<file path="config.mk">
export PLATFORM = sky130hd
export DESIGN_NAME = meridian_right_ascension_top
export DESIGN_NICKNAME = d
export VERILOG_FILES = /design/src/rtl/mra_pkg.sv /design/src/rtl/mra_date_split.sv /design/src/rtl/mra_md_split.sv /design/src/rtl/mra_angle.sv /design/src/rtl/meridian_right_ascension_top.sv
export SDC_FILE = /design/constraint.sdc
export NUM_CORES = 1
export LEC_CHECK = 0
export CORE_UTILIZATION = 50
export DETAILED_ROUTE_END_ITERATION = 10
export DONT_BUFFER_PORTS = 1
export PLACE_DENSITY = 0.67
export SLEW_MARGIN = 20
export SYNTH_ARGS = -nofsm -noshare
export SYNTH_HDL_FRONTEND = slang
export SYNTH_SLANG_ARGS = --single-unit
</file>
<file path="constraint.sdc">
create_clock -name i_clk -period 7.38 [get_ports i_clk]
set_clock_uncertainty 0.1 [all_clocks]
set_input_delay 0.369 -clock i_clk [delete_from_list [all_inputs] [get_ports i_clk]]
set_output_delay 0.369 -clock i_clk [all_outputs]
set_load 0.05 [all_outputs]
</file>
<file path="src/rtl/mra_pkg.sv">
`timescale 1ns / 1ps
`default_nettype none

package mra_pkg;

    localparam int DATE_W  = 27;
    localparam int SEC_W   = 17;
    localparam int ANGLE_W = 23;

    // quotient by 625 from a 23-bit value: (x * RECIP_625) >> 32, low by at most one
    localparam logic [22:0] RECIP_625 = 23'd6871947;
    localparam logic [10:0] DIV_625   = 11'd625;

    // quotient by 100, exact for values below 43690: (x * RECIP_100) >> 19
    localparam logic [12:0] RECIP_100 = 13'd5243;
    localparam logic [6:0]  DIV_100   = 7'd100;

    localparam logic [11:0] RATE_COMMON = 12'd3550;
    localparam logic [11:0] RATE_LEAP   = 12'd3540;
    localparam logic [16:0] SEC_PER_DAY = 17'd86400;
    // day of year of 23 september in a common year
    localparam logic [8:0]  DOY_SEP23   = 9'd266;

    typedef struct packed {
        logic        leap;
        logic [13:0] mmdd;
        logic [16:0] secs;
    } t_date_fields;

    typedef struct packed {
        logic        ok;
        logic        leap;
        logic [3:0]  mm;
        logic [6:0]  dd;
        logic [16:0] secs;
    } t_md_fields;

    function automatic logic [8:0] days_before(input logic [3:0] mm);
        logic [8:0] d;
        case (mm)
            4'd1:    d = 9'd0;
            4'd2:    d = 9'd31;
            4'd3:    d = 9'd59;
            4'd4:    d = 9'd90;
            4'd5:    d = 9'd120;
            4'd6:    d = 9'd151;
            4'd7:    d = 9'd181;
            4'd8:    d = 9'd212;
            4'd9:    d = 9'd243;
            4'd10:   d = 9'd273;
            4'd11:   d = 9'd304;
            4'd12:   d = 9'd334;
            default: d = 9'd0;
        endcase
        return d;
    endfunction

endpackage

`default_nettype wire

</file>
<file path="src/rtl/mra_date_split.sv">
`timescale 1ns / 1ps
`default_nettype none

// splits yyyymmdd into leap flag and mmdd, four stages
module mra_date_split
    import mra_pkg::*;
(
    input  wire logic               i_clk,
    input  wire logic               i_rst_n,
    input  wire logic               i_valid,
    output logic                    o_stall,
    input  wire logic [DATE_W-1:0]  i_packed_date,
    input  wire logic [SEC_W-1:0]   i_seconds_of_day,
    output logic                    o_valid,
    input  wire logic               i_stall,
    output t_date_fields            o_fields
);

    logic r_v_a, r_v_b, r_v_c, r_v_d;
    logic w_en_a, w_en_b, w_en_c, w_en_d;

    logic [22:0]      r_a_x;
    logic [3:0]       r_a_lo;
    logic [16:0]      r_a_secs;
    logic [13:0]      r_b_q0;
    logic [22:0]      r_b_x;
    logic [3:0]       r_b_lo;
    logic [16:0]      r_b_secs;
    logic [1:0]       r_c_q0lo;
    logic [10:0]      r_c_rem0;
    logic [3:0]       r_c_lo;
    logic [16:0]      r_c_secs;
    t_date_fields     r_d;

    logic [45:0]      n_prod;
    logic [23:0]      n_q625;
    logic [23:0]      n_rem0;
    logic             n_corr;
    logic [1:0]       n_ylo;
    logic [10:0]      n_rem;
    t_date_fields     n_d;

    assign w_en_d  = !r_v_d || !i_stall;
    assign w_en_c  = !r_v_c || w_en_d;
    assign w_en_b  = !r_v_b || w_en_c;
    assign w_en_a  = !r_v_a || w_en_b;
    assign o_stall = !w_en_a;
    assign o_valid = r_v_d;
    assign o_fields = r_d;

    always_ff @(posedge i_clk) begin
        if (!i_rst_n) begin
            r_v_a <= 1'b0;
            r_v_b <= 1'b0;
            r_v_c <= 1'b0;
            r_v_d <= 1'b0;
        end else begin
            if (w_en_a) r_v_a <= i_valid;
            if (w_en_b) r_v_b <= r_v_a;
            if (w_en_c) r_v_c <= r_v_b;
            if (w_en_d) r_v_d <= r_v_c;
        end
    end

    // date / 10000 = (date >> 4) / 625
    always_comb begin
        n_prod = 46'(r_a_x) * 46'(RECIP_625);
        n_q625 = 24'(r_b_q0) * 24'(DIV_625);
        n_rem0 = 24'(r_b_x) - n_q625;
        n_corr = (r_c_rem0 >= DIV_625);
        n_ylo  = r_c_q0lo + 2'(n_corr);
        n_rem  = n_corr ? (r_c_rem0 - DIV_625) : r_c_rem0;
        n_d.leap = (n_ylo == 2'd0);
        n_d.mmdd = {n_rem[9:0], r_c_lo};
        n_d.secs = r_c_secs;
    end

    always_ff @(posedge i_clk) begin
        if (w_en_a) begin
            r_a_x    <= i_packed_date[26:4];
            r_a_lo   <= i_packed_date[3:0];
            r_a_secs <= i_seconds_of_day;
        end
        if (w_en_b) begin
            r_b_q0   <= n_prod[45:32];
            r_b_x    <= r_a_x;
            r_b_lo   <= r_a_lo;
            r_b_secs <= r_a_secs;
        end
        if (w_en_c) begin
            r_c_q0lo <= r_b_q0[1:0];
            r_c_rem0 <= n_rem0[10:0];
            r_c_lo   <= r_b_lo;
            r_c_secs <= r_b_secs;
        end
        if (w_en_d) begin
            r_d <= n_d;
        end
    end

endmodule

`default_nettype wire

</file>
<file path="src/rtl/mra_md_split.sv">
`timescale 1ns / 1ps
`default_nettype none

// splits mmdd into month and day, two stages
module mra_md_split
    import mra_pkg::*;
(
    input  wire logic          i_clk,
    input  wire logic          i_rst_n,
    input  wire logic          i_valid,
    output logic               o_stall,
    input  wire t_date_fields  i_fields,
    output logic               o_valid,
    input  wire logic          i_stall,
    output t_md_fields         o_fields
);

    logic r_v_e, r_v_f;
    logic w_en_e, w_en_f;

    logic [6:0]   r_e_mm;
    logic [13:0]  r_e_mmdd;
    logic         r_e_leap;
    logic [16:0]  r_e_secs;
    t_md_fields   r_f;

    logic [26:0]  n_mm_prod;
    logic [13:0]  n_mm100;
    logic [13:0]  n_dd;
    t_md_fields   n_f;

    assign w_en_f  = !r_v_f || !i_stall;
    assign w_en_e  = !r_v_e || w_en_f;
    assign o_stall = !w_en_e;
    assign o_valid = r_v_f;
    assign o_fields = r_f;

    always_ff @(posedge i_clk) begin
        if (!i_rst_n) begin
            r_v_e <= 1'b0;
            r_v_f <= 1'b0;
        end else begin
            if (w_en_e) r_v_e <= i_valid;
            if (w_en_f) r_v_f <= r_v_e;
        end
    end

    always_comb begin
        n_mm_prod = 27'(i_fields.mmdd) * 27'(RECIP_100);
        n_mm100   = 14'(r_e_mm) * 14'(DIV_100);
        n_dd      = r_e_mmdd - n_mm100;
        n_f.ok    = (r_e_mm >= 7'd1) && (r_e_mm <= 7'd12);
        n_f.leap  = r_e_leap;
        n_f.mm    = r_e_mm[3:0];
        n_f.dd    = n_dd[6:0];
        n_f.secs  = r_e_secs;
    end

    always_ff @(posedge i_clk) begin
        if (w_en_e) begin
            r_e_mm   <= n_mm_prod[25:19];
            r_e_mmdd <= i_fields.mmdd;
            r_e_leap <= i_fields.leap;
            r_e_secs <= i_fields.secs;
        end
        if (w_en_f) begin
            r_f <= n_f;
        end
    end

endmodule

`default_nettype wire

</file>
<file path="src/rtl/mra_angle.sv">
`timescale 1ns / 1ps
`default_nettype none

// day offset, rate product and time term, three stages incl. output register
module mra_angle
    import mra_pkg::*;
(
    input  wire logic                      i_clk,
    input  wire logic                      i_rst_n,
    input  wire logic                      i_valid,
    output logic                           o_stall,
    input  wire t_md_fields                i_fields,
    output logic                           o_valid,
    input  wire logic                      i_stall,
    output logic signed [ANGLE_W-1:0]      o_meridian_arcsec,
    output logic                           o_date_ok
);

    logic r_v_g, r_v_h, r_v_i;
    logic w_en_g, w_en_h, w_en_i;

    logic signed [9:0]          r_g_offset;
    logic                       r_g_leap;
    logic signed [21:0]         r_g_tterm;
    logic                       r_g_ok;
    logic signed [22:0]         r_h_prod;
    logic signed [21:0]         r_h_tterm;
    logic                       r_h_ok;
    logic signed [ANGLE_W-1:0]  r_i_angle;
    logic                       r_i_ok;

    logic [8:0]                 n_doy;
    logic [8:0]                 n_ref;
    logic signed [9:0]          n_offset;
    logic signed [17:0]         n_tdiff;
    logic signed [21:0]         n_tdiff_ext;
    logic signed [21:0]         n_tterm;
    logic [11:0]                n_rate;
    logic signed [22:0]         n_prod;
    logic signed [ANGLE_W-1:0]  n_angle;

    assign w_en_i  = !r_v_i || !i_stall;
    assign w_en_h  = !r_v_h || w_en_i;
    assign w_en_g  = !r_v_g || w_en_h;
    assign o_stall = !w_en_g;
    assign o_valid = r_v_i;
    assign o_meridian_arcsec = r_i_angle;
    assign o_date_ok = r_i_ok;

    always_ff @(posedge i_clk) begin
        if (!i_rst_n) begin
            r_v_g <= 1'b0;
            r_v_h <= 1'b0;
            r_v_i <= 1'b0;
        end else begin
            if (w_en_g) r_v_g <= i_valid;
            if (w_en_h) r_v_h <= r_v_g;
            if (w_en_i) r_v_i <= r_v_h;
        end
    end

    always_comb begin
        // day of year, with the leap day after february
        n_doy = days_before(i_fields.mm) + 9'(i_fields.dd)
              + 9'(i_fields.leap && (i_fields.mm > 4'd2));
        n_ref = DOY_SEP23 + 9'(i_fields.leap);
        n_offset = $signed({1'b0, n_doy}) - $signed({1'b0, n_ref});
        // (86400 - secs) * 15 as x*16 - x
        n_tdiff = $signed({1'b0, SEC_PER_DAY}) - $signed({1'b0, i_fields.secs});
        n_tdiff_ext = {{4{n_tdiff[17]}}, n_tdiff};
        n_tterm = (n_tdiff_ext <<< 4) - n_tdiff_ext;

        n_rate = r_g_leap ? RATE_LEAP : RATE_COMMON;
        n_prod = $signed({{13{r_g_offset[9]}}, r_g_offset}) * $signed({11'b0, n_rate});

        n_angle = r_h_prod - $signed({r_h_tterm[21], r_h_tterm});
    end

    always_ff @(posedge i_clk) begin
        if (w_en_g) begin
            r_g_offset <= n_offset;
            r_g_leap   <= i_fields.leap;
            r_g_tterm  <= n_tterm;
            r_g_ok     <= i_fields.ok;
        end
        if (w_en_h) begin
            r_h_prod  <= n_prod;
            r_h_tterm <= r_g_tterm;
            r_h_ok    <= r_g_ok;
        end
        if (w_en_i) begin
            r_i_angle <= r_h_ok ? n_angle : '0;
            r_i_ok    <= r_h_ok;
        end
    end

endmodule

`default_nettype wire

</file>
<file path="src/rtl/meridian_right_ascension_top.sv">
// meridian right ascension from a packed date and a time of day
//
// input channel: i_valid / o_stall with i_packed_date (decimal yyyymmdd) and
//   i_seconds_of_day; a request is taken at a clock edge with i_valid high
//   and o_stall low
// output channel: o_valid / i_stall with o_meridian_arcsec (signed
//   arcseconds from 23 september midnight) and o_date_ok; a result is taken
//   at an edge with o_valid high and i_stall low
// throughput: one request per cycle while the receiver does not stall, set by
//   the nine-stage pipeline (divide by 10000 in four stages, month/day split
//   in two, angle in three)
// a month outside 1..12 gives o_date_ok low and an angle of zero
// reset (synchronous, active low) drops every valid bit; results in flight
//   are lost and o_valid is low in the cycle after reset
// when the receiver stalls, the output holds; stages behind it keep filling
//   bubbles, and o_stall rises only once every stage holds a request
`timescale 1ns / 1ps
`default_nettype none

module meridian_right_ascension_top
    import mra_pkg::*;
(
    input  wire logic                      i_clk,
    input  wire logic                      i_rst_n,
    input  wire logic                      i_valid,
    output logic                           o_stall,
    input  wire logic [DATE_W-1:0]         i_packed_date,
    input  wire logic [SEC_W-1:0]          i_seconds_of_day,
    output logic                           o_valid,
    input  wire logic                      i_stall,
    output logic signed [ANGLE_W-1:0]      o_meridian_arcsec,
    output logic                           o_date_ok
);

    // date split -> month/day split
    logic          w_ds_valid;
    logic          w_ds_stall;
    t_date_fields  w_ds_fields;

    // month/day split -> angle
    logic          w_md_valid;
    logic          w_md_stall;
    t_md_fields    w_md_fields;

    // stages a..d: year quotient, leap flag and mmdd
    mra_date_split u_date_split (
        .i_clk            (i_clk),
        .i_rst_n          (i_rst_n),
        .i_valid          (i_valid),
        .o_stall          (o_stall),
        .i_packed_date    (i_packed_date),
        .i_seconds_of_day (i_seconds_of_day),
        .o_valid          (w_ds_valid),
        .i_stall          (w_ds_stall),
        .o_fields         (w_ds_fields)
    );

    // stages e..f: month, day and month range check
    mra_md_split u_md_split (
        .i_clk    (i_clk),
        .i_rst_n  (i_rst_n),
        .i_valid  (w_ds_valid),
        .o_stall  (w_ds_stall),
        .i_fields (w_ds_fields),
        .o_valid  (w_md_valid),
        .i_stall  (w_md_stall),
        .o_fields (w_md_fields)
    );

    // stages g..i: day offset, rate product, time term, output register
    mra_angle u_angle (
        .i_clk             (i_clk),
        .i_rst_n           (i_rst_n),
        .i_valid           (w_md_valid),
        .o_stall           (w_md_stall),
        .i_fields          (w_md_fields),
        .o_valid           (o_valid),
        .i_stall           (i_stall),
        .o_meridian_arcsec (o_meridian_arcsec),
        .o_date_ok         (o_date_ok)
    );

endmodule

`default_nettype wire

</file>
==> flow_summary_export.csv, run 1 <==
group,metric,value,unit
timing,relSlewSlack,47.1,%
setup_path,crit_required,7.61,ns
detailed_routing,post_drt_wl_per_cell,17.2,um
final_layout,drive_gt1_share,4.30,%
timing,maxSlewViolCount,0,
worst_hold_path,hold_class,"primary input to register",
floorplan,die_h,245,um
grt,grt_pass1_wl,97700,um
placed_design,port-buffer-count,0,
setup_path,crit_path_top_delay_cell,"edfxtp_1",
timing,hold_viol_final,0,
synth,synth_top_cell_by_area,"edfxtp_1",
detailed_routing,ant_nets,0,
timing,rsz0062_at_grt,"false",
timing,setup-violations-final,0,
synth,yosysSeqAreaShare,33.7,%
clock_tree,clkSlewWorstSetupHoldPaths,0.06,ns
floorplan,dieArea,59800,um2
synth,yosys.area.top_type_share,32.5,%
synth,avgSynthCellArea,11.7,um2
floorplan,pin_count,74,
grt,grt-ovfl-total,0,
grt,grtUsageTotal,20.8,%
timing,timing.setup.tns,0,ns
placed_design,hpwl,48600,um
final_layout,syn2layout_area_growth,10.1,%
clock_tree,cts_tree,"done",
final_layout,fin_area,32400,um2
placed_design,place_area,30500,um2
synth,ys_warn_count,0,
detailed_routing,first_iter_violations,798,
floorplan,die_x,245,um
synth,synth.distinct_cells,67,
synth,synth_fp_nets,3369,
grt,antenna_found_initial,3,
detailed_routing,drc,0,
floorplan,core,57900,um2
synth,async_reset_ff_share,0,%
synth,ys.flop_type,"edfxtp_1",
floorplan,start_util,50.8,%
setup_path,max_stage_delay,0.55,ns
setup_path,path_cells,"ha_1 > xor2_1 > ha_1 > ha_1 > fa_1 > inv_1 > fa_1 > inv_1 > fa_1 > inv_1 > fa_1 > inv_1 > ha_1 > a21oi_1 > o21ai_0 > a221oi_1 > buf_4 > o211ai_1 > a2111oi_4 > o31ai_1 > a211o_1 > a21oi_1 > xnor2_1",
final_layout,fin_nets,3469,
setup_path,end_kind,"register",
synth,synth_area_leaders,"edfxtp_1 (32%), fa_1 (22%), ha_1 (21%), inv_1 (8.3%), xnor2_1 (2.8%)",
setup_path,crit_type,"register to register",
detailed_routing,dr.pass1.iters,5,
setup_path,start_kind,"register",
floorplan,rows,88,
synth,syn_inst,2519,
placed_design,place.gp.congestion,0.937,
detailed_routing,via_count,17251,
outcome,outcome,"completed",
clock_tree,clk_path_buf_depth,3,
clock_tree,numCtsBuffers,40,
clock_tree,worst_skew_pair.late_latency,0.57,ns
timing,tightestPinTransition,0.772,ns
timing,fmax,0.140,GHz
clock_tree,cts_htree_levels,2,
synth,synth_seq_cells,336,
timing,finalCriticalPeriod,7.13,ns
detailed_routing,viasPerCell,5.05,
clock_tree,cts.sink_count,336,
grt,grt_pass1_vias,19097,
final_layout,fillerInstances,4896,
setup_path,worstPathMaxFanout,8,
grt,grt_max_degree,46,
clock_tree,cts_root_buf,"clkbuf_16",
job,cap_viol_max_count,0,
synth,synth_area,29400,um2
timing,min_period_over_period,96.7,%
detailed_routing,wl,58700,um
synth,synth-edff-count,318,
setup_path,worst-endpoint-arrival,7.36,ns
[Yosys cell counts, types with 4 or more instances]
cell,number
inv_1,649
o21ai_1,13
or3_1,10
a21boi_1,4
a211oi_1,11
and4_1,4
xor2_1,53
and3_1,10
nor4_1,6
nor3_1,21
a21boi_0,7
nand2_1,84
a21oi_1,77
xnor2_1,94
o21ai_0,41
nand3_1,16
clkbuf_1,9
nor2b_1,24
ha_1,484
o31ai_1,5
nor3b_1,5
or2_2,4
o21a_1,20
and2_1,10
a31oi_1,5
o211ai_1,8
dfxtp_1,18
a21o_1,33
edfxtp_1,318
nand4_1,9
o21bai_1,4
nand2b_1,20
nor2_1,71
fa_1,318
mux2i_1,8
[stage by stage]
stage	instances	utilization (%)	hold WS [ns]	worst slack (ns)
after floorplan	2519	-	0.300	0.940
after global placement	3292	52.6	0.300	0.431
after detailed placement	3292	52.6	0.305	0.279
after CTS	3413	55.8	0.0818	0.248
after global routing	3417	55.9	0.133	0.00408
final	3418	55.9	0.116	0.246
[registers in the layout, summed over array words and instances, names as in the netlist, 17 cells and up, named ones only]
signal	flops
u_date_split.r_a_x	23
u_md_split.r_e_secs	17
u_angle.o_meridian_arcsec	23
u_date_split.o_fields	32
u_date_split.r_a_secs	17
u_date_split.r_c_secs	17
u_md_split.o_fields	30
u_date_split.r_b_secs	17
u_angle.r_g_tterm	22
u_angle.r_h_prod	22
u_angle.r_h_tterm	22
[worst max-delay path, delay by kind of cell, from the launching register on]
kind	cells	cell delay, ns
AOI/OAI and AO/OA	8	2.03
buffers and inverters	5	0.42
xor gates and xnor gates	2	0.41
adders and majority gates	8	3.40
DFF	1	0.55
[cell type report]
class | count | area, um2 | share of cell area [%]
repair buffers | 68 | 628 | 1.94
flip-flops and latches | 336 | 9910 | 30.6
clock inverters | 26 | 312 | 0.962
inverters | 651 | 2440 | 7.54
diodes | 2 | 5.00 | 0.0155
well taps | 765 | 957 | 2.96
multi-input cells | 1522 | 17100 | 52.7
clock buffers | 48 | 1070 | 3.31
[path summary, 6_finish.rpt]
| path | start | end | slack [ns] | cells after the start |
|---|---|---|---|---|
| worst min-delay path | i_stall | u_angle.r_v_h | 0.12 | 2 |
| worst max-delay path | u_date_split.r_a_x[2] | u_date_split.r_b_q0[9] | 0.25 | 23 |
| worst min register to register | u_date_split.r_c_secs[10] | u_date_split.o_fields[10] | 0.30 | 0 |
| worst max register to register | u_date_split.r_a_x[2] | u_date_split.r_b_q0[9] | 0.25 | 23 |
[logic make-up (layout without fill, tap and decap cells)]
logic type	count (synthesis)	in the layout	synth area share (%)
DFF	336	336	33.7
and+or+nand+nor	302	302	5.06
xor gates and xnor gates	148	148	4.43
other	0	2	0
buffers and inverters	661	793	8.46
adders and majority gates	802	802	42.2
muxes	10	10	0.349
AOI/OAI and AO/OA	260	260	5.81
[per-layer routing]
| metal | GRT usage (%) | part of all wire [%] | up-vias |
|---|---|---|---|
| li1 | - | - | 8425 |
| met1 | 26.4 | 43 | 8487 |
| met2 | 37.0 | 51 | 246 |
| met3 | 2.81 | 3.6 | 91 |
| met4 | 5.59 | 2.4 | 2 |
| met5 | 0 | 0.020 | - |
[timing repair]
item | in CTS | in global routing
setup endpoints to repair | 0 | 3
resized for setup | 0 | 1
endpoints found under the hold margin | 53 | 0
buffers inserted | 0 | 3
hold buffers | 47 | 0
[cells in the final DEF, fill, tap and decap left out, types with 40 or more instances in the layout]
master	instances
o21ai_0	41
nor2_1	71
ha_1	484
inv_1	648
a21oi_1	77
clkbuf_16	40
fa_1	318
xnor2_1	94
dlygate4sd3_1	47
edfxtp_1	318
xor2_1	53
nand2_1	82
Power of run 1 is left out: the tool's default activity adds up to more than one toggle a clock period on the data nets, which glitch-free logic cannot reach.
==> run 2: changes to the inputs <==
clock period = 7.17 ns   (was 7.38 ns; I/O delays follow)
==> flow_summary_export.csv, run 2 (synthesis gave the netlist of run 1 again) <==
group,metric,value,unit
worst_hold_path,whs_endpoint,"u_angle.r_v_h",
floorplan,core,57900,um2
clock_tree,cts_htree_levels,2,
worst_hold_path,hold_start,"i_stall",
final_layout,instances_no_fill,3426,
grt,grtUsageTotal,20.7,%
grt,antenna_found_initial,0,
detailed_routing,wl,58700,um
grt,grt-ovfl-total,0,
setup_path,worst-endpoint-arrival,7.14,ns
detailed_routing,ant_nets,0,
setup_path,end_kind,"register",
setup_path,start_kind,"register",
setup_path,r2r-start,"u_date_split.r_a_x[7]",
detailed_routing,viasPerCell,5.09,
floorplan,die_h,245,um
grt,grt_pass1_vias,19147,
detailed_routing,post_drt_wl_per_cell,17.1,um
floorplan,pin_count,74,
placed_design,place_inst,3303,
final_layout,layout_common_cells,"inv_1 (648), ha_1 (482), fa_1 (318), edfxtp_1 (318), xnor2_1 (94)",
timing,hold_viol_final,0,
setup_path,worstPathMaxFanout,6,
placed_design,preCtsSetupSlack,0.195,ns
detailed_routing,first_iter_violations,802,
job,cap_viol_max_count,0,
final_layout,fin_nets,3479,
final_layout,largest_reg_flops,32,
floorplan,start_util,50.8,%
setup_path,crit_required,7.38,ns
clock_tree,worst_skew_pair.late_latency,0.57,ns
placed_design,port-buffer-count,0,
final_layout,final_common_cell,"inv_1",
clock_tree,numCtsBuffers,41,
timing,relSlewSlack,45.9,%
final_layout,drive_gt1_share,4.89,%
clock_tree,clk_path_buf_depth,3,
clock_tree,cts_tree,"done",
timing,setup_slack,0.246,ns
floorplan,dieArea,59800,um2
grt,grt_pass1_wl,97400,um
setup_path,crit_type,"register to register",
detailed_routing,via_count,17439,
detailed_routing,dr.pass1.iters,5,
timing,setup-violations-final,0,
timing,min_period_over_period,96.6,%
final_layout,syn2layout_area_growth,10.8,%
final_layout,diodes,0,
floorplan,die_x,245,um
clock_tree,clkSlewWorstSetupHoldPaths,0.06,ns
timing,timing.setup.tns,0,ns
clock_tree,cts.sink_count,336,
clock_tree,cts_root_buf,"clkbuf_16",
floorplan,rows,88,
outcome,outcome,"completed",
placed_design,hpwl,48600,um
timing,rsz0062_at_grt,"false",
timing,fmax,0.144,GHz
setup_path,r2r_slack,0.25,ns
timing,finalCriticalPeriod,6.92,ns
setup_path,r2r_cells,21,
setup_path,timing.rr.end,"u_date_split.r_b_q0[9]",
worst_hold_path,hold_class,"primary input to register",
timing,tightestPinTransition,0.788,ns
detailed_routing,drc,0,
worst_hold_path,min_delay_path_depth,2,
placed_design,place.gp.congestion,0.894,
timing,maxSlewViolCount,0,
grt,grt_max_degree,46,
==> run 2: critical path, stage by stage, from the launching register on <==
cell and delay [ns]:
edfxtp_1 0.48, ha_1 0.41, xor2_1 0.22, ha_1 0.21, or2_2 0.30, fa_1 0.44
ha_1 0.34, fa_1 0.53, fa_1 0.59, inv_1 0.07, fa_1 0.54, inv_1 0.04
ha_1 0.31, and4_1 0.19, a221oi_2 0.32, buf_4 0.19, o211ai_1 0.16, a2111oi_4 0.48
o31ai_2 0.15, a211o_1 0.31, a21oi_1 0.18, xnor2_1 0.09
==> run 2: worst max-delay path by stage <==
| stage | start | end |
|---|---|---|
| 4_1_cts | u_date_split.r_a_x[3] | u_date_split.r_b_q0[9] |
| 6_report | u_date_split.r_a_x[7] | u_date_split.r_b_q0[9] |
| 3_5_place_dp | u_date_split.r_a_x[7] | u_date_split.r_b_q0[9] |
| 3_3_place_gp | u_date_split.r_a_x[7] | u_date_split.r_b_q0[9] |
| 5_1_grt | u_date_split.r_a_x[7] | u_date_split.r_b_q0[9] |
| 2_1_floorplan | u_date_split.r_a_x[16] | u_date_split.r_b_q0[9] |
==> run 2: routing by layer <==
metal	part of all wire, %	track usage [%]
met2	51	37.0
met3	3.5	2.60
met1	43	26.3
met4	2.5	5.94
met5	0	0
==> run 2: repair_timing <==
action / 4_1_cts / 5_1_grt
endpoints found under the hold margin: 53 / 0
setup buffers: 0 / 1
setup endpoints to repair: 0 / 4
resized for setup: 0 / 6
hold buffers: 47 / 0
==> run 2: stage by stage <==
stage | cell area (um2) | hold slack, ns | utilization [%]
after floorplan | 29400 | 0.300 | -
after global placement | 30600 | 0.301 | 52.8
after detailed placement | 30600 | 0.305 | 52.8
after CTS | 32500 | 0.0649 | 56.2
after global routing | 32600 | 0.0888 | 56.3
final | 32600 | 0.0934 | 56.3
==> run 2: area by class of cell <==
type / instances / area [um2]
Clock inverter: 24 / 375
Sequential cell: 336 / 9910
Clock buffer: 51 / 1120
Fill cell: 4828 / 25300
Tap cell: 765 / 957
Timing Repair Buffer: 77 / 696
Multi-Input combinational cell: 1522 / 17100
Inverter: 651 / 2440
Power of run 2 is left out for the same reason.
